==> src/design/cpr_pkg.sv <==
// Shared types and codes for the clock page replacer.
// No dependencies; imported by clock_page_replacer.
`default_nettype none

package cpr_pkg;

   localparam int unsigned NUM_FRAMES_DEF = 64;

   localparam int unsigned FUNC_W   = 2;
   localparam int unsigned FRAME_W  = 6;
   localparam int unsigned COUNT_W  = 7;
   localparam int unsigned STATUS_W = 2;

   // request operation codes
   localparam logic [FUNC_W-1:0] FUNC_VICTIM = 2'd0;
   localparam logic [FUNC_W-1:0] FUNC_PIN    = 2'd1;
   localparam logic [FUNC_W-1:0] FUNC_UNPIN  = 2'd2;

   // per-frame status codes
   localparam logic [STATUS_W-1:0] STAT_PINNED    = 2'd0;
   localparam logic [STATUS_W-1:0] STAT_ACCESSED  = 2'd1;
   localparam logic [STATUS_W-1:0] STAT_UNTOUCHED = 2'd2;

   typedef enum logic [1:0] {
      ST_CLEAR,
      ST_IDLE,
      ST_EVAL
   } state_type;

endpackage

`default_nettype wire

==> src/design/cpr_ram.sv <==
// Generic single-write, single-read synchronous RAM with registered read data.
// No dependencies; used by clock_page_replacer for the frame status table.
`default_nettype none

module cpr_ram #(
   parameter int unsigned WIDTH = 2,
   parameter int unsigned DEPTH = 64,
   localparam int unsigned AddrW = (DEPTH > 1) ? $clog2(DEPTH) : 1
) (
   input  wire logic             clock,
   input  wire logic             we,
   input  wire logic [AddrW-1:0] waddr,
   input  wire logic [WIDTH-1:0] wdata,
   input  wire logic             re,
   input  wire logic [AddrW-1:0] raddr,
   output logic      [WIDTH-1:0] rdata
);

   logic [WIDTH-1:0] mem_ff [DEPTH];
   logic [WIDTH-1:0] rdata_ff;

   always_ff @(posedge clock) begin
      if (we) begin
         mem_ff[waddr] <= wdata;
      end
      if (re) begin
         rdata_ff <= mem_ff[raddr];
      end
   end

   assign rdata = rdata_ff;

endmodule

`default_nettype wire

==> src/design/clock_page_replacer.sv <==
// Clock page replacer: status table in RAM, clock hand, evictable count.
// Depends on cpr_pkg and cpr_ram.
//
//   channel | direction | ports
//   req     | in        | req_valid, req_ready, req_func, req_frame
//   rsp     | out       | rsp_valid, rsp_ready, rsp_found, rsp_victim_frame,
//           |           | rsp_evictable_count
//
// Pin, unpin and unknown operations read the status RAM, then evaluate and write
// back. A victim request reads the slot under the hand, then each slot the hand
// passes (at most 2*NUM_FRAMES slots), one RAM read-modify-write per slot.
// After reset a clearing pass writes every entry with req_ready low. One
// transaction is in flight at a time; a new request is taken while a result
// waits in the output register, and the final write-back stalls only if that
// register is still full.
`default_nettype none

module clock_page_replacer import cpr_pkg::*; #(
   parameter int unsigned NUM_FRAMES = NUM_FRAMES_DEF
) (
   input  wire logic               clock,
   input  wire logic               reset,
   input  wire logic               req_valid,
   output logic                    req_ready,
   input  wire logic [FUNC_W-1:0]  req_func,
   input  wire logic [FRAME_W-1:0] req_frame,
   output logic                    rsp_valid,
   input  wire logic               rsp_ready,
   output logic                    rsp_found,
   output logic      [FRAME_W-1:0] rsp_victim_frame,
   output logic      [COUNT_W-1:0] rsp_evictable_count
);

   localparam int unsigned AW = $clog2(NUM_FRAMES);
   localparam int unsigned TW = $clog2(NUM_FRAMES + 1);
   localparam logic [AW-1:0] LAST = AW'(NUM_FRAMES - 1);

   state_type state_ff, state_in;
   logic [AW-1:0]     hand_ff, hand_in, hand_nxt;
   logic [TW-1:0]     total_ff, total_in;
   logic [FUNC_W-1:0] op_ff, op_in;
   logic [AW-1:0]     addr_ff, addr_in;
   logic              rng_ff, rng_in;
   logic [AW-1:0]     clr_ff, clr_in;

   logic               rsp_valid_ff, rsp_valid_in;
   logic               rsp_found_ff, rsp_found_in;
   logic [FRAME_W-1:0] rsp_victim_ff, rsp_victim_in;
   logic [COUNT_W-1:0] rsp_count_ff, rsp_count_in;

   logic                ram_we, ram_re;
   logic [AW-1:0]       ram_waddr, ram_raddr;
   logic [STATUS_W-1:0] ram_wdata, ram_rdata;

   logic out_free, finish, fin_found;

   cpr_ram #(
      .WIDTH(STATUS_W),
      .DEPTH(NUM_FRAMES)
   ) u_status (
      .clock(clock),
      .we   (ram_we),
      .waddr(ram_waddr),
      .wdata(ram_wdata),
      .re   (ram_re),
      .raddr(ram_raddr),
      .rdata(ram_rdata)
   );

   assign out_free = !rsp_valid_ff || rsp_ready;
   assign hand_nxt = (hand_ff == LAST) ? '0 : hand_ff + AW'(1);

   always_comb begin
      state_in     = state_ff;
      hand_in      = hand_ff;
      total_in     = total_ff;
      op_in        = op_ff;
      addr_in      = addr_ff;
      rng_in       = rng_ff;
      clr_in       = clr_ff;
      rsp_valid_in = rsp_valid_ff && !rsp_ready;
      rsp_found_in = rsp_found_ff;
      rsp_victim_in = rsp_victim_ff;
      rsp_count_in = rsp_count_ff;
      ram_we       = 1'b0;
      ram_waddr    = addr_ff;
      ram_wdata    = STAT_PINNED;
      ram_re       = 1'b0;
      ram_raddr    = addr_ff;
      req_ready    = 1'b0;
      finish       = 1'b0;
      fin_found    = 1'b0;

      unique case (state_ff)
         ST_CLEAR: begin
            ram_we    = 1'b1;
            ram_waddr = clr_ff;
            clr_in    = clr_ff + AW'(1);
            if (clr_ff == LAST) begin
               state_in = ST_IDLE;
            end
         end
         ST_IDLE: begin
            req_ready = 1'b1;
            if (req_valid) begin
               op_in     = req_func;
               rng_in    = 32'(req_frame) < NUM_FRAMES;
               addr_in   = (req_func == FUNC_VICTIM) ? hand_ff : AW'(req_frame);
               ram_re    = 1'b1;
               ram_raddr = addr_in;
               state_in  = ST_EVAL;
            end
         end
         ST_EVAL: begin
            unique case (op_ff)
               FUNC_VICTIM: begin
                  if (total_ff == '0) begin
                     finish = out_free;
                  end else if (ram_rdata == STAT_UNTOUCHED) begin
                     // victim found: hand stays on this slot
                     if (out_free) begin
                        ram_we    = 1'b1;
                        ram_waddr = hand_ff;
                        ram_wdata = STAT_PINNED;
                        total_in  = total_ff - TW'(1);
                        finish    = 1'b1;
                        fin_found = 1'b1;
                     end
                  end else begin
                     // age an accessed frame, skip a pinned one, read the next slot
                     if (ram_rdata == STAT_ACCESSED) begin
                        ram_we    = 1'b1;
                        ram_waddr = hand_ff;
                        ram_wdata = STAT_UNTOUCHED;
                     end
                     hand_in   = hand_nxt;
                     ram_re    = 1'b1;
                     ram_raddr = hand_nxt;
                  end
               end
               FUNC_PIN: begin
                  if (out_free) begin
                     finish = 1'b1;
                     if (rng_ff) begin
                        ram_we    = 1'b1;
                        ram_wdata = STAT_PINNED;
                        if (ram_rdata != STAT_PINNED && total_ff != '0) begin
                           total_in = total_ff - TW'(1);
                        end
                     end
                  end
               end
               FUNC_UNPIN: begin
                  if (out_free) begin
                     finish = 1'b1;
                     if (rng_ff && ram_rdata == STAT_PINNED) begin
                        ram_we    = 1'b1;
                        ram_wdata = STAT_ACCESSED;
                        total_in  = total_ff + TW'(1);
                     end
                  end
               end
               default: begin
                  finish = out_free;
               end
            endcase
            if (finish) begin
               rsp_valid_in  = 1'b1;
               rsp_found_in  = fin_found;
               rsp_victim_in = fin_found ? FRAME_W'(hand_ff) : '0;
               rsp_count_in  = COUNT_W'(total_in);
               state_in      = ST_IDLE;
            end
         end
         default: begin
            state_in = ST_IDLE;
         end
      endcase
   end

   always_ff @(posedge clock) begin
      if (reset) begin
         state_ff     <= ST_CLEAR;
         clr_ff       <= '0;
         hand_ff      <= '0;
         total_ff     <= '0;
         rsp_valid_ff <= 1'b0;
      end else begin
         state_ff     <= state_in;
         clr_ff       <= clr_in;
         hand_ff      <= hand_in;
         total_ff     <= total_in;
         rsp_valid_ff <= rsp_valid_in;
      end
   end

   always_ff @(posedge clock) begin
      op_ff         <= op_in;
      addr_ff       <= addr_in;
      rng_ff        <= rng_in;
      rsp_found_ff  <= rsp_found_in;
      rsp_victim_ff <= rsp_victim_in;
      rsp_count_ff  <= rsp_count_in;
   end

   assign rsp_valid           = rsp_valid_ff;
   assign rsp_found           = rsp_found_ff;
   assign rsp_victim_frame    = rsp_victim_ff;
   assign rsp_evictable_count = rsp_count_ff;

`ifndef NO_ASSERTIONS
   a_no_req_in_clear: assert property (@(posedge clock) disable iff (reset)
      (state_ff == ST_CLEAR) |-> !req_ready)
      else $error("request taken during clearing pass");

   a_total_bound: assert property (@(posedge clock) disable iff (reset)
      32'(total_ff) <= NUM_FRAMES)
      else $error("evictable count exceeds frame count");

   a_no_write_idle: assert property (@(posedge clock) disable iff (reset)
      ram_we |-> (state_ff != ST_IDLE))
      else $error("status write while idle");

   a_no_rw_same_addr: assert property (@(posedge clock) disable iff (reset)
      (ram_we && ram_re) |-> (ram_waddr != ram_raddr))
      else $error("status read and write hit the same entry");

   a_found_drops_count: assert property (@(posedge clock) disable iff (reset)
      (finish && fin_found) |=> (total_ff == $past(total_ff) - TW'(1)))
      else $error("victim eviction did not decrement count");
`endif

endmodule

`default_nettype wire

==> config.mk <==
export PLATFORM = sky130hd
export DESIGN_NAME = clock_page_replacer
export DESIGN_NICKNAME = d
export VERILOG_FILES = /design/src/design/cpr_pkg.sv /design/src/design/cpr_ram.sv /design/src/design/clock_page_replacer.sv
export SDC_FILE = /design/constraint.sdc
export NUM_CORES = 1
export LEC_CHECK = 0
export BUFFER_PORTS_ARGS = -buffer_cell sky130_fd_sc_hd__buf_2
export CORE_MARGIN = 10
export CORE_UTILIZATION = 56
export CTS_CLUSTER_DIAMETER = 120
export CTS_CLUSTER_SIZE = 28
export DETAILED_ROUTE_END_ITERATION = 6
export GPL_ROUTABILITY_DRIVEN = 0
export PLACE_DENSITY = 0.75
export SLEW_MARGIN = 10
export SYNTH_ARGS = -nofsm -noshare
export SYNTH_HDL_FRONTEND = slang
export SYNTH_SLANG_ARGS = --single-unit
==> constraint.sdc <==
create_clock -name clock -period 3.72 [get_ports clock]
set_input_delay 0.372 -clock clock [delete_from_list [all_inputs] [get_ports clock]]
set_output_delay 0.372 -clock clock [all_outputs]
set_load 0.01 [all_outputs]
Yosys cells after proc, flatten, opt, wreduce, memory -nomap -nowiden:

Memories as Yosys holds them, arrays and structs flattened. A register that Yosys moved wholly into a read port is not among the register bits.
Index checks and enable logic that the tools add are counted.

* add/sub/neg operators: 4
* $mul: 0
* div/mod/pow operators: 0
* $lt $le $gt $ge: 0
* equal/unequal tests: 11
* shifts and indexed selects: 0
* multiplexer cells: 57
* bitwise gates (word level): 2
* reduce and logical (&&, ||, !) cells: 17

Operator list (number)
* 6-bit two-way mux: 11
* 7-bit two-way mux: 7
* 6-bit one-hot mux with 2 select lines: 2
* 1-bit two-way mux: 23
* 7-bit one-hot mux with 3 select lines: 1
* 2-bit two-way mux: 7
* 6-bit by 1-bit adder with 6-bit output (second input constant): 2
* 6-bit == test (second input constant): 2
* 2-bit zero test: 4
* 7-bit by 1-bit adder with 7-bit output (second input constant): 1
* 7-bit zero test: 1
* 7-bit nonzero test: 1
* 7-bit by 1-bit subtractor with 7-bit output (second input constant): 1
* 2-bit by 1-bit == test with 1-bit output (second input constant): 3
* 2-bit == test (second input constant): 3
* 2-bit inequality test (second input constant): 3
* 1-bit one-hot mux with 2 select lines: 3
* 2-bit one-hot mux with 3 select lines: 1
* 2-bit one-hot mux with 2 select lines: 1
* 2-bit AND reduction: 2
* 4-bit AND reduction: 1
* 1-bit one-hot mux with 3 select lines: 1
* 3-bit AND reduction: 1
* 1-bit logical AND: 2
* other kinds (5): 7

* flip-flop bits (word level): 44
* latch bits: 0
* bits in writable memories: 128
* bits in read-only memories: 0
* input bits: 12
* logic and storage cells: 102
* memories kept: 1

Memory list
* u_status.mem_ff: depth 64, width 2, read ports 1, clocked after memory_dff 1, wr ports 1, line cpr_ram.sv:19 `logic [WIDTH-1:0] mem_ff [DEPTH];`

Depth between registers and ports, before layout:

Gate-level depths: netlist of the first run.

* word-level depth: 9
* gate-level depth with buffers: 14
* gate-level depth less buffers: 11

By module:

A second synthesis of the first run with hierarchy kept.

* cells, all modules: 653
* area total of the unflattened synthesis: 8524.4 µm²

Modules (own cells, without submodules)
* cpr_ram: instances 1, cells each 315, area an instance 5509.0 µm²
* clock_page_replacer: instances 1, cells each 338, area an instance 3015.4 µm²

Worst setup path before layout of the first run:

Ideal clock, no wire load.

* kind: reg2reg
* start: register total_ff[0]
* end: memory u_status.mem_ff[38][0], enable pin
* setup time: 0.310 ns
* arrival: 3.310 ns
* setup slack: 0.100 ns
* cell stages (with the launch flop): 13
* buffers on the path: 1
* clock period less this slack: 3.620 ns
* cell sequence: dfxtp_1 inv_1 ha_1 or4b_4 or3_1 buf_2 nand3_1 mux2i_1 nor2_1 a221oi_1 nand2_1 nor4b_1 nor2b_1

* cells in the longest elaborated chain, start to end: 6
* elaborated cells between the ends (all ways): 9
* those cells by class: mux: 8; reduce/logical: 1

Ends and longest elaborated chain
* from (decl): line clock_page_replacer.sv:40 `logic [TW-1:0] total_ff, total_in;`
* from (signal assigned): line clock_page_replacer.sv:192 `total_ff <= total_in;`
* 7-bit zero test (*): line clock_page_replacer.sv:117 `if (total_ff == '0) begin`
* 1-bit two-way mux: line clock_page_replacer.sv:117
* 1-bit one-hot mux with 3 select lines: line clock_page_replacer.sv:115 `unique case (op_ff)`
* 1-bit one-hot mux with 2 select lines: line clock_page_replacer.sv:94 `unique case (state_ff)`
* 1-bit two-way mux: line cpr_ram.sv:23 `if (we) begin`
* 1-bit two-way mux (not written as such): line cpr_ram.sv:24 `mem_ff[waddr] <= wdata;`
* to (decl): line cpr_ram.sv:19

Mark *: on every way between the ends. The rest lies on a longest branch, timed or not.

Worst setup path in the final report of the first run:

* start: register total_ff[0]
* end: register u_status.rdata_ff[1] (netlist: u_status.rdata[1]) (read register of u_status.mem_ff), data pin

* cells in the longest elaborated chain, start to end: 4
* elaborated cells between the ends (all ways): 7
* those cells by class: mux: 6; reduce/logical: 1

Ends and longest elaborated chain
* 7-bit zero test (*): line clock_page_replacer.sv:117
* 6-bit two-way mux or 1-bit two-way mux (tied branches): line clock_page_replacer.sv:117
* 6-bit two-way mux or 1-bit two-way mux (tied branches): line clock_page_replacer.sv:115
* 6-bit one-hot mux with 2 select lines or 1-bit one-hot mux with 2 select lines (tied branches): line clock_page_replacer.sv:94
* to (decl): line cpr_ram.sv:20 `logic [WIDTH-1:0] rdata_ff;`

Marks and branches as above.
A chain may end at the register's enable or synchronous reset.

==> reports/metrics.csv, run 1 <==
stage,metric,value,unit
status,status,finished clean,
min_path,Hold Path Class,primary input to register,
detailed_routing,routed len/inst,21.2,um
setup_path,"Max FO, Critical Path",8,
die,Die Ht,143,um
logic_synthesis,Post-synth top flop,edfxtp_1,
global_route,first-pass GRT wire length,33500,um
detailed_routing,initial drt markers,808,
timing,final setup vio count,0,
setup_path,Worst Setup Start Kind,register,
detailed_routing,DR vias/cell,6.41,
logic_synthesis,Cells after Synth,772,
final_layout,Multi-input gate area,3250,um^2
logic_synthesis,multiplexer area fraction after synthesis,3.97,%
clock_tree,CTS H-tree depth,4,
setup_path,CP required,3.93,ns
timing,Fin Setup TNS,0,ns
timing,max_slew headroom,45.0,%
timing,fin worst setup slack,0.117,ns
final_layout,layout overhead on the synthesized area,14.2,%
global_route,initial antenna violation count,1,
detailed_routing,ANT nets after route,0,
job,Max Cap Viol,0,
setup_path,crit path kind,register to register,
logic_synthesis,register area share after synthesis,59.5,%
power,Power per Cell Area,431,nW/um^2
detailed_routing,DR pass1 iterations,7,
die,Rows,44,
logic_synthesis,adder-cell share of the synthesized area,1.04,%
clock_tree,"Setup Fix Bufs, Post-CTS",0,
timing,unrepaired setup endpoints after global routing,no,
global_route,vias in the first global route,6228,
logic_synthesis,Synth warnings,0,
clock_tree,CTS tree,done,
final_layout,Final #Nets,841,
logic_synthesis,syn avg cell area,10.9,um^2
detailed_routing,DRT Wirelength,21600,um
clock_tree,clock-pin slew on the worst setup and hold paths,0.07,ns
timing,Final min period,3.60,ns
logic_synthesis,Synth Area in Compound Gates,12.7,%
global_route,GRT overflow,0,
logic_synthesis,number of flops mapped to enable cells by yosys,152,
timing,Final Cycle Share,96.9,%
logic_synthesis,post-synthesis simple-gate area fraction,19.0,%
power,Leak,0.00339,uW
die,Top-Level Pins,28,
final_layout,share of cells above drive strength 1,15.6,%
timing,FMAX,0.278,GHz
global_route,gr usage total,21.5,%
final_layout,FILL cells,1081,
logic_synthesis,combinational family with the most area after synthesis,simple AND/OR/NAND/NOR gates,
logic_synthesis,Yosys reg bits,174,
detailed_routing,DRC violations left,0,
timing,worst slew pin tran,0.821,ns
clock_tree,Longest Clk Path Bufs,2,
logic_synthesis,Yosys cell types,65,
placement,Setup WS pre-CTS,0.0244,ns
logic_synthesis,post-synthesis xor/xnor area fraction,1.35,%
detailed_routing,detailed-route via count,6537,
setup_path,CP arrival,3.81,ns
timing,Final Hold Fails,0,
placement,PortBufs,27,
die,die area,20300,um^2
die,die width,143,um
clock_tree,worst skew pair latency,0.45,ns
clock_tree,cts bufs inserted,17,
die,Core Box Area,14600,um^2
logic_synthesis,Netlist Area Pre-Place,8410,um^2
placement,DP Wirelength,14600,um
logic_synthesis,total nets after synthesis,791,
clock_tree,CTS root buf,clkbuf_16,
timing,"Slew Viols, Final",0,
clock_tree,number of hold-repair buffers added at the cts stage,0,
clock_tree,clock sink count,174,
timing,Setup Skew,0.00826,ns
final_layout,Register Area,5000,um^2
logic_synthesis,Async SR Flop Fraction,0,%
setup_path,Setup crit end kind,register,
power,Worst IR Drop VDD,0.361,mV
die,Starting Density,57.4,%
global_route,largest net degree at the start of global routing,57,
## cell usage in the layout, fill, tap and decap left out, drive strengths merged, types with 9 or more instances in the layout
cell,n
nor3,10
a31oi,19
nor2,107
mux2i,30
inv,20
a32o,10
o21ai,13
o211ai,9
nand2,128
nand3,39
nand4,12
edfxtp,152
a21oi,34
and2,16
a22oi,9
dfxtp,22
clkbuf,17
buf,67
## timing repair
action / CTS / global route
setup endpoints to repair: 1 / 62
hold endpoints to repair: 0 / 0
pin swaps: 0 / 0
gates resized for setup: 1 / 12
## worst paths after layout
kind | start | end | slack (ns) | cells past startpoint
setup / recovery | total_ff[0]$_SDFFE_PP0P_ | u_status.rdata[1]$_DFFE_PP_ | 0.12 | 11
hold / removal | req_func[1] | op_ff[1]$_DFFE_PP_ | 0.18 | 1
setup reg to reg | total_ff[0]$_SDFFE_PP0P_ | u_status.rdata[1]$_DFFE_PP_ | 0.12 | 11
hold reg to reg | state_ff[1]$_SDFFE_PP0P_ | state_ff[1]$_SDFFE_PP0P_ | 0.53 | 2
## layer usage
metal / part of all wire [%] / global-route usage, % / wire, um
met5: 0 / 0 / 0
met1: 38 / 26.0 / 8240
met3: 11 / 6.48 / 2470
met2: 47 / 35.7 / 10300
met4: 3.0 / 7.44 / 641
## cells in the mapped netlist, drive strengths merged, types with 7 or more instances
cell | number | share of area [%]
mux2i | 30 | 3.6
o211ai | 9 | 0.80
and3 | 8 | 0.60
nand2 | 128 | 5.7
a2111oi | 8 | 0.83
o21ai | 13 | 0.77
dfxtp | 22 | 5.2
xor2 | 7 | 0.73
buf | 13 | 0.77
nor3 | 10 | 0.60
nand3 | 39 | 2.4
edfxtp | 152 | 54
nor2 | 107 | 4.8
nand4 | 12 | 0.89
a22oi | 9 | 0.80
a31oi | 19 | 1.6
inv | 13 | 0.58
a21oi | 34 | 2.1
and2 | 16 | 1.2
a32o | 10 | 1.2
ha | 7 | 1.0
clkbuf | 23 | 1.0
## critical path: stages, from the launching register on
cell	delay (ns)
dfxtp_1	0.32
inv_1	0.11
ha_1	0.17
or4b_4	0.49
o311a_4	0.36
a31o_4	0.26
a21o_2	0.29
a32o_1	0.24
a211oi_1	0.27
a2111oi_1	0.11
or4_1	0.53
and4_1	0.21
## cell families after synthesis
logic type,Yosys count
flip-flops,174
multiplexers,33
XOR/XNOR,13
buffers and inverters,50
AND/OR/NAND/NOR,352
AO/OA/AOI/OAI,143
adder cells (fa/ha/maj),7
## state kept, by name, indices dropped and copies added, names as in the netlist, 2 cells and up
register             count
total_ff                 7
u_status.rdata           2
hand_ff                  6
rsp_victim_frame         6
addr_ff                  6
rsp_evictable_count      7
clr_ff                   6
u_status.mem_ff        128
op_ff                    2
state_ff                 2
## through the flow
stage | total power [uW] | hold WS, ns | instance area [um^2] | cells | util, %
6_report | 4140 | 0.175 | 9600 | 1020 | 65.6
5_1_grt | 4250 | 0.180 | 9600 | 1019 | 65.5
4_1_cts | 4150 | 0.162 | 9560 | 1019 | 65.3
3_5_place_dp | 2370 | 0.522 | 8950 | 987 | 61.1
3_3_place_gp | 2370 | 0.496 | 8950 | 987 | 61.1
2_1_floorplan | 2290 | 0.441 | 8410 | 772 | -
## report_power, final
group,switching [uW],internal (uW)
Sequential,8.97,2110
Clock,839,960
Combinational,154,71.5
Total,1000,3140
## cell type report
type                            instances  area share [%]
Timing Repair Buffer                   67            4.80
Clock buffer                           17            4.43
Clock inverter                         15            1.84
Antenna cell                            1          0.0261
Multi-Input combinational cell        548            33.8
Tap cell                              184            2.40
Inverter                               14           0.547
Sequential cell                       174            52.1
No activity file was read; power rests on OpenSTA's default activity.
==> inputs of run 2 (changes only) <==
Settings changed: BUFFER_PORTS_ARGS -buffer_cell sky130_fd_sc_hd__buf_2 to -buffer_cell sky130_fd_sc_hd__buf_4, CORE_MARGIN 10 to 2.
==> run 2 against run 1 <==
Effect of this change:
- worst setup slack got worse by 0.042 ns
- power rose by 0.26%
- clock power barely moved
- critical path type unchanged
==> reports/metrics.csv, run 2 (same netlist as run 1, synthesis figures left out) <==
stage,metric,value,unit
status,status,finished clean,
timing,final setup vio count,0,
clock_tree,CTS tree,done,
final_layout,fin util,67.1,%
final_layout,max FFs per register,128,
die,Top-Level Pins,28,
power,Worst IR Drop VDD,0.354,mV
placement,PortBufs,27,
min_path,Hold Path Class,primary input to register,
final_layout,share of cells above drive strength 1,17.2,%
timing,Final Cycle Share,98.0,%
clock_tree,CTS H-tree depth,4,
detailed_routing,DR pass1 iterations,5,
power,switching share of power,22.9,%
global_route,initial antenna violation count,0,
timing,max_slew headroom,42.8,%
final_layout,"Most flops, register",u_status.mem_ff,
detailed_routing,routed len/inst,20.8,um
final_layout,n_diodes,0,
timing,fin worst setup slack,0.0750,ns
die,Core Box Area,14600,um^2
final_layout,highest-count cells in the layout ignoring fill and taps,"152 x edfxtp_1, 125 x nand2_1, 106 x nor2_1",
setup_path,register-to-register setup slack,0.08,ns
setup_path,crit path kind,register to register,
clock_tree,CTS root buf,clkbuf_16,
timing,Final Hold Fails,0,
setup_path,CP Launch Point,total_ff[0]$_SDFFE_PP0P_,
clock_tree,number of hold-repair buffers added at the cts stage,0,
placement,DP Wirelength,14000,um
setup_path,Setup crit end kind,register,
global_route,largest net degree at the start of global routing,47,
final_layout,layout overhead on the synthesized area,16.5,%
setup_path,Worst Setup Start Kind,register,
power,Clk pwr share,43.3,%
final_layout,"Cell Count, Final, Fillers Out",1027,
clock_tree,clock-pin slew on the worst setup and hold paths,0.07,ns
power,Cell Int Power,3200,uW
setup_path,CP required,3.91,ns
timing,Setup Skew,0.00998,ns
timing,FMAX,0.274,GHz
detailed_routing,initial drt markers,1094,
die,Rows,44,
setup_path,CP endpoint,u_status.rdata[1]$_DFFE_PP_,
clock_tree,clock sink count,174,
final_layout,"most common cell after layout, fill and taps aside",edfxtp_1,
clock_tree,cts bufs inserted,17,
clock_tree,Longest Clk Path Bufs,2,
job,Max Cap Viol,0,
setup_path,"Max FO, Critical Path",8,
power,Power per Cell Area,424,nW/um^2
global_route,first-pass GRT wire length,32400,um
detailed_routing,DR vias/cell,6.37,
setup_path,worst r2r path cells,11,
power,sequential group share of total power,51.0,%
clock_tree,worst skew pair latency,0.44,ns
die,Die Ht,127,um
timing,worst slew pin tran,0.854,ns
timing,Final min period,3.64,ns
setup_path,CP arrival,3.83,ns
power,Leak,0.00347,uW
detailed_routing,DRT Wirelength,21400,um
die,die area,16000,um^2
power,logic gate share of total power,5.7,%
global_route,gr usage total,26.4,%
global_route,vias in the first global route,6177,
setup_path,Critical R2R Launch,total_ff[0]$_SDFFE_PP0P_,
timing,Fin Setup TNS,0,ns
global_route,GRT overflow,0,
die,Starting Density,57.6,%
timing,"Slew Viols, Final",0,
detailed_routing,DRC violations left,0,
setup_path,Reg2Reg Capture Point,u_status.rdata[1]$_DFFE_PP_,
placement,Placed Cells,989,
detailed_routing,detailed-route via count,6547,
placement,Setup WS pre-CTS,-0.0105,ns
power,switching power total,951,uW
final_layout,Final #Nets,849,
detailed_routing,ANT nets after route,0,
die,die width,127,um
[run 2: cell types whose count changed in the layout (fill, tap and decap cells not counted), sizes merged]
cell	before	now
clkinvlp	0	2
clkinv	8	5
bufinv	1	2
buf	67	75
diode	1	0
[run 2: what timing repair did]
action | 4_1_cts | 5_1_grt
buffers inserted | 0 | 6
pin swaps | 0 | 2
endpoints found under the setup margin | 2 | 85
gates resized for setup | 4 | 22
cloned | 0 | 0
[run 2: metrics by stage]
stage	area [um^2]	total power, uW	hold slack, ns
after floorplan	8410	2290	0.441
after global placement	9040	2370	0.497
after detailed placement	9040	2370	0.504
after CTS	9660	4150	0.140
after global routing	9790	4260	0.140
final	9790	4150	0.149
[run 2: worst max-delay path, stage by stage (launching register included)]
cell       delay, ns
dfxtp_1         0.31
inv_1           0.11
ha_2            0.24
or4b_4          0.51
o311a_4         0.36
a31o_4          0.27
a21o_4          0.25
a32o_1          0.21
a21oi_1         0.17
a2111oi_0       0.14
or4_1           0.58
and4_1          0.24
[run 2: routing by layer]
layer	wire length [um]	track usage, %	part of all wire, %
met2	10400	42.6	49
met5	0	0	0
met4	663	11.6	3.1
met1	8450	34.5	40
met3	1860	6.03	8.7
[run 2: worst min-delay path by stage]
| stage | from | cells past startpoint | end |
|---|---|---|---|
| 5_1_grt | req_func[1] | 1 | op_ff[1]$_DFFE_PP_ |
| 4_1_cts | req_func[1] | 1 | op_ff[1]$_DFFE_PP_ |
| 3_3_place_gp | state_ff[1]$_SDFFE_PP0P_ | 2 | state_ff[1]$_SDFFE_PP0P_ |
| 3_5_place_dp | clr_ff[5]$_SDFFE_PP0P_ | 2 | clr_ff[5]$_SDFFE_PP0P_ |
| 6_report | req_func[1] | 1 | op_ff[1]$_DFFE_PP_ |
| 2_1_floorplan | reset | 1 | rsp_valid$_SDFF_PP0_ |
[run 2: power by group through the flow]
| stage | Sequential, uW | Combinational [uW] | Clock, uW |
|---|---|---|---|
| after floorplan | 2160 | 135 | 0 |
| after global placement | 2160 | 209 | 0 |
| after detailed placement | 2160 | 215 | 0 |
| after CTS | 2120 | 219 | 1810 |
| after global routing | 2120 | 253 | 1890 |
| final | 2120 | 237 | 1800 |
[run 2: final cells by class]
cell class / count / area [um^2]
Tap cell: 184 / 230
Clock inverter: 15 / 176
Fill cell: 1043 / 4800
Timing Repair Buffer: 75 / 592
Multi-Input combinational cell: 548 / 3310
Sequential cell: 174 / 5000
Clock buffer: 17 / 425
Inverter: 14 / 52.6
==> inputs of run 3 (changes only) <==
==> constraint.sdc (replaced) <==
create_clock -name clock -period 3.72 [get_ports clock]
set_input_delay 0 -clock clock [delete_from_list [all_inputs] [get_ports clock]]
set_output_delay 0 -clock clock [all_outputs]
set_load 0.01 [all_outputs]
==> run 3 against run 2 <==
Effect of this change:
- critical path depth stayed put
- the run now ends with DRC left
- clock skew is 0.0016 ns higher
- non-clock buffer count shrank 1
- die area stayed put
- final area about the same
- power increased by 1.3%
- first-iteration DRC count down 6.8%
- register-to-register slack got worse by 0.05 ns
- critical path type unchanged
- hold slack worse by 0.096 ns
- fmax shrank 1.4%
- sequential share of layout area barely moved
- global-route usage up 0.89 points
- largest cell class unchanged
- largest power group unchanged
==> reports/metrics.csv, run 3 (same netlist as run 1, synthesis figures left out) <==
stage,metric,value,unit
setup_path,Setup crit end kind,register,
timing,fin worst setup slack,0.0229,ns
timing,"Slew Viols, Final",0,
status,failing checks,DRC,
global_route,vias in the first global route,6504,
clock_tree,cts bufs inserted,17,
timing,FMAX,0.270,GHz
min_path,Hold Path End,addr_ff[2]$_DFFE_PP_,
final_layout,fin util,67.2,%
power,Clk pwr share,44.0,%
power,switching power total,989,uW
die,die width,127,um
setup_path,slowest CP cell,a2111oi_0,
power,Leak,0.00346,uW
final_layout,Final #Nets,848,
placement,PortBufs,27,
setup_path,CP arrival,4.00,ns
setup_path,Reg2Reg Capture Point,u_status.rdata[0]$_DFFE_PP_,
timing,final setup vio count,0,
final_layout,n_diodes,0,
placement,Placed Instance Area,9010,um^2
global_route,initial antenna violation count,0,
die,Starting Density,57.6,%
final_layout,"Most flops, register",u_status.mem_ff,
power,Pwr Total,4210,uW
final_layout,"Design Area, Final",9800,um^2
detailed_routing,routed len/inst,21.1,um
detailed_routing,DR pass1 iterations,7,
final_layout,"most common cell after layout, fill and taps aside",edfxtp_1,
final_layout,share of cells above drive strength 1,16.3,%
clock_tree,Longest Clk Path Bufs,2,
setup_path,Top delay family on crit path,compound AO/OA/AOI/OAI gates,
setup_path,CP required,4.03,ns
timing,Final min period,3.70,ns
status,status,"complete, but fails checks",
placement,DP Wirelength,14100,um
setup_path,"Max FO, Critical Path",13,
clock_tree,clock sink count,174,
timing,max_slew headroom,43.6,%
die,die area,16000,um^2
timing,Final Hold Fails,0,
placement,Setup WS pre-CTS,0.0301,ns
min_path,Hold Path Class,primary input to register,
die,Rows,44,
global_route,largest net degree at the start of global routing,50,
min_path,hold depth,3,
detailed_routing,detailed-route via count,6594,
clock_tree,clock-pin slew on the worst setup and hold paths,0.07,ns
global_route,gr usage total,27.3,%
clock_tree,CTS root buf,clkbuf_16,
die,Core Box Area,14600,um^2
detailed_routing,DRT Wirelength,21600,um
setup_path,crit path kind,register to register,
power,logic gate share of total power,5.6,%
setup_path,Critical R2R Launch,total_ff[0]$_SDFFE_PP0P_,
timing,Fin Setup TNS,0,ns
clock_tree,CTS H-tree depth,4,
power,Worst IR Drop VDD,0.343,mV
power,sequential group share of total power,50.4,%
global_route,first-pass GRT wire length,33600,um
setup_path,CP bufs+invs,2,
final_layout,layout overhead on the synthesized area,16.6,%
die,Top-Level Pins,28,
detailed_routing,ANT nets after route,0,
final_layout,max FFs per register,128,
final_layout,FILL cells,1055,
clock_tree,CTS tree,done,
power,Power per Cell Area,429,nW/um^2
power,switching share of power,23.5,%
global_route,GRT overflow,0,
clock_tree,worst skew pair latency,0.44,ns
final_layout,highest-count cells in the layout ignoring fill and taps,"152 x edfxtp_1, 126 x nand2_1, 106 x nor2_1",
setup_path,CP max stage delay,0.64,ns
setup_path,worst r2r path cells,11,
timing,worst slew pin tran,0.845,ns
die,Die Ht,127,um
timing,Final Cycle Share,99.4,%
setup_path,register-to-register setup slack,0.02,ns
job,Max Cap Viol,0,
detailed_routing,DRC violations left,20,
timing,Setup Skew,0.0115,ns
detailed_routing,DR vias/cell,6.43,
power,Cell Int Power,3220,uW
min_path,hold_sp,req_frame[2],
setup_path,Worst Setup Start Kind,register,
detailed_routing,initial drt markers,1020,
setup_path,worst path cell trace,"inv_1, ha_4, or4b_4, o311a_4, a31o_4, buf_4, o22ai_2, a21oi_1, a2111oi_0, or4_1, and4_1",
==> run 3: cell count changes in the layout (fill, tap and decap cells not counted), sizes merged <==
cell         change
buf              -7
inv              +1
dlygate4sd3      +6
clkinvlp         -1
==> run 3: how the worst max path moves through the flow <==
stage,slack [ns],endpoint,startpoint,depth (start not counted)
floorplan,0.1,u_status.mem_ff[38][0]$_DFFE_PP_,total_ff[0]$_SDFFE_PP0P_,12
global placement,0.1,u_status.rdata[1]$_DFFE_PP_,total_ff[0]$_SDFFE_PP0P_,10
detailed placement,0.03,u_status.rdata[0]$_DFFE_PP_,total_ff[0]$_SDFFE_PP0P_,10
CTS,0.01,u_status.rdata[0]$_DFFE_PP_,total_ff[0]$_SDFFE_PP0P_,10
global route,-0.02,u_status.rdata[0]$_DFFE_PP_,total_ff[0]$_SDFFE_PP0P_,11
finish,0.02,u_status.rdata[0]$_DFFE_PP_,total_ff[0]$_SDFFE_PP0P_,11
==> run 3: cell type report <==
type | count | area [um^2] | share of cell area [%]
timing repair buffer | 74 | 596 | 6.08
inverter | 14 | 52.6 | 0.536
tap | 184 | 230 | 2.35
clock inverter | 15 | 195 | 1.99
clock buffer | 17 | 425 | 4.34
multi-input combinational | 548 | 3300 | 33.6
sequential | 174 | 5000 | 51.1
==> run 3: power groups by stage <==
stage | Clock (uW) | Combinational, uW | Sequential [uW]
finish | 1850 | 237 | 2120
global route | 1950 | 253 | 2120
CTS | 1860 | 223 | 2120
detailed placement | 0 | 215 | 2160
global placement | 0 | 209 | 2160
floorplan | 0 | 135 | 2160
==> run 3: metrics by stage <==
step | hold WS (ns) | instances
after detailed placement | 0.221 | 987
final | 0.0533 | 1026
after global placement | 0.216 | 987
after CTS | 0.0370 | 1025
after floorplan | 0.0694 | 772
after global routing | 0.0388 | 1026
==> run 3: what timing repair did <==
item                                    in CTS  in global routing
hold endpoints to repair                    25                  0
hold buffers                                 6                  0
pin swaps                                    0                  1
resized for setup                            2                 20
buffers inserted                             0                  1
endpoints found under the setup margin       1                 60
==> run 3: worst min-delay path, cell delays in order <==
cell and delay (ns):
buf_4 0.11, o21ai_0 0.11, a31oi_1 0.10
==> run 3: routing by layer <==
| metal | vias up | GRT usage (%) | share of wire [%] |
|---|---|---|---|
| li1 | 2979 | - | - |
| met1 | 3110 | 34.2 | 39 |
| met2 | 423 | 44.2 | 48 |
| met3 | 82 | 7.00 | 9.5 |
| met4 | 0 | 13.9 | 4.2 |
| met5 | - | 0 | 0 |
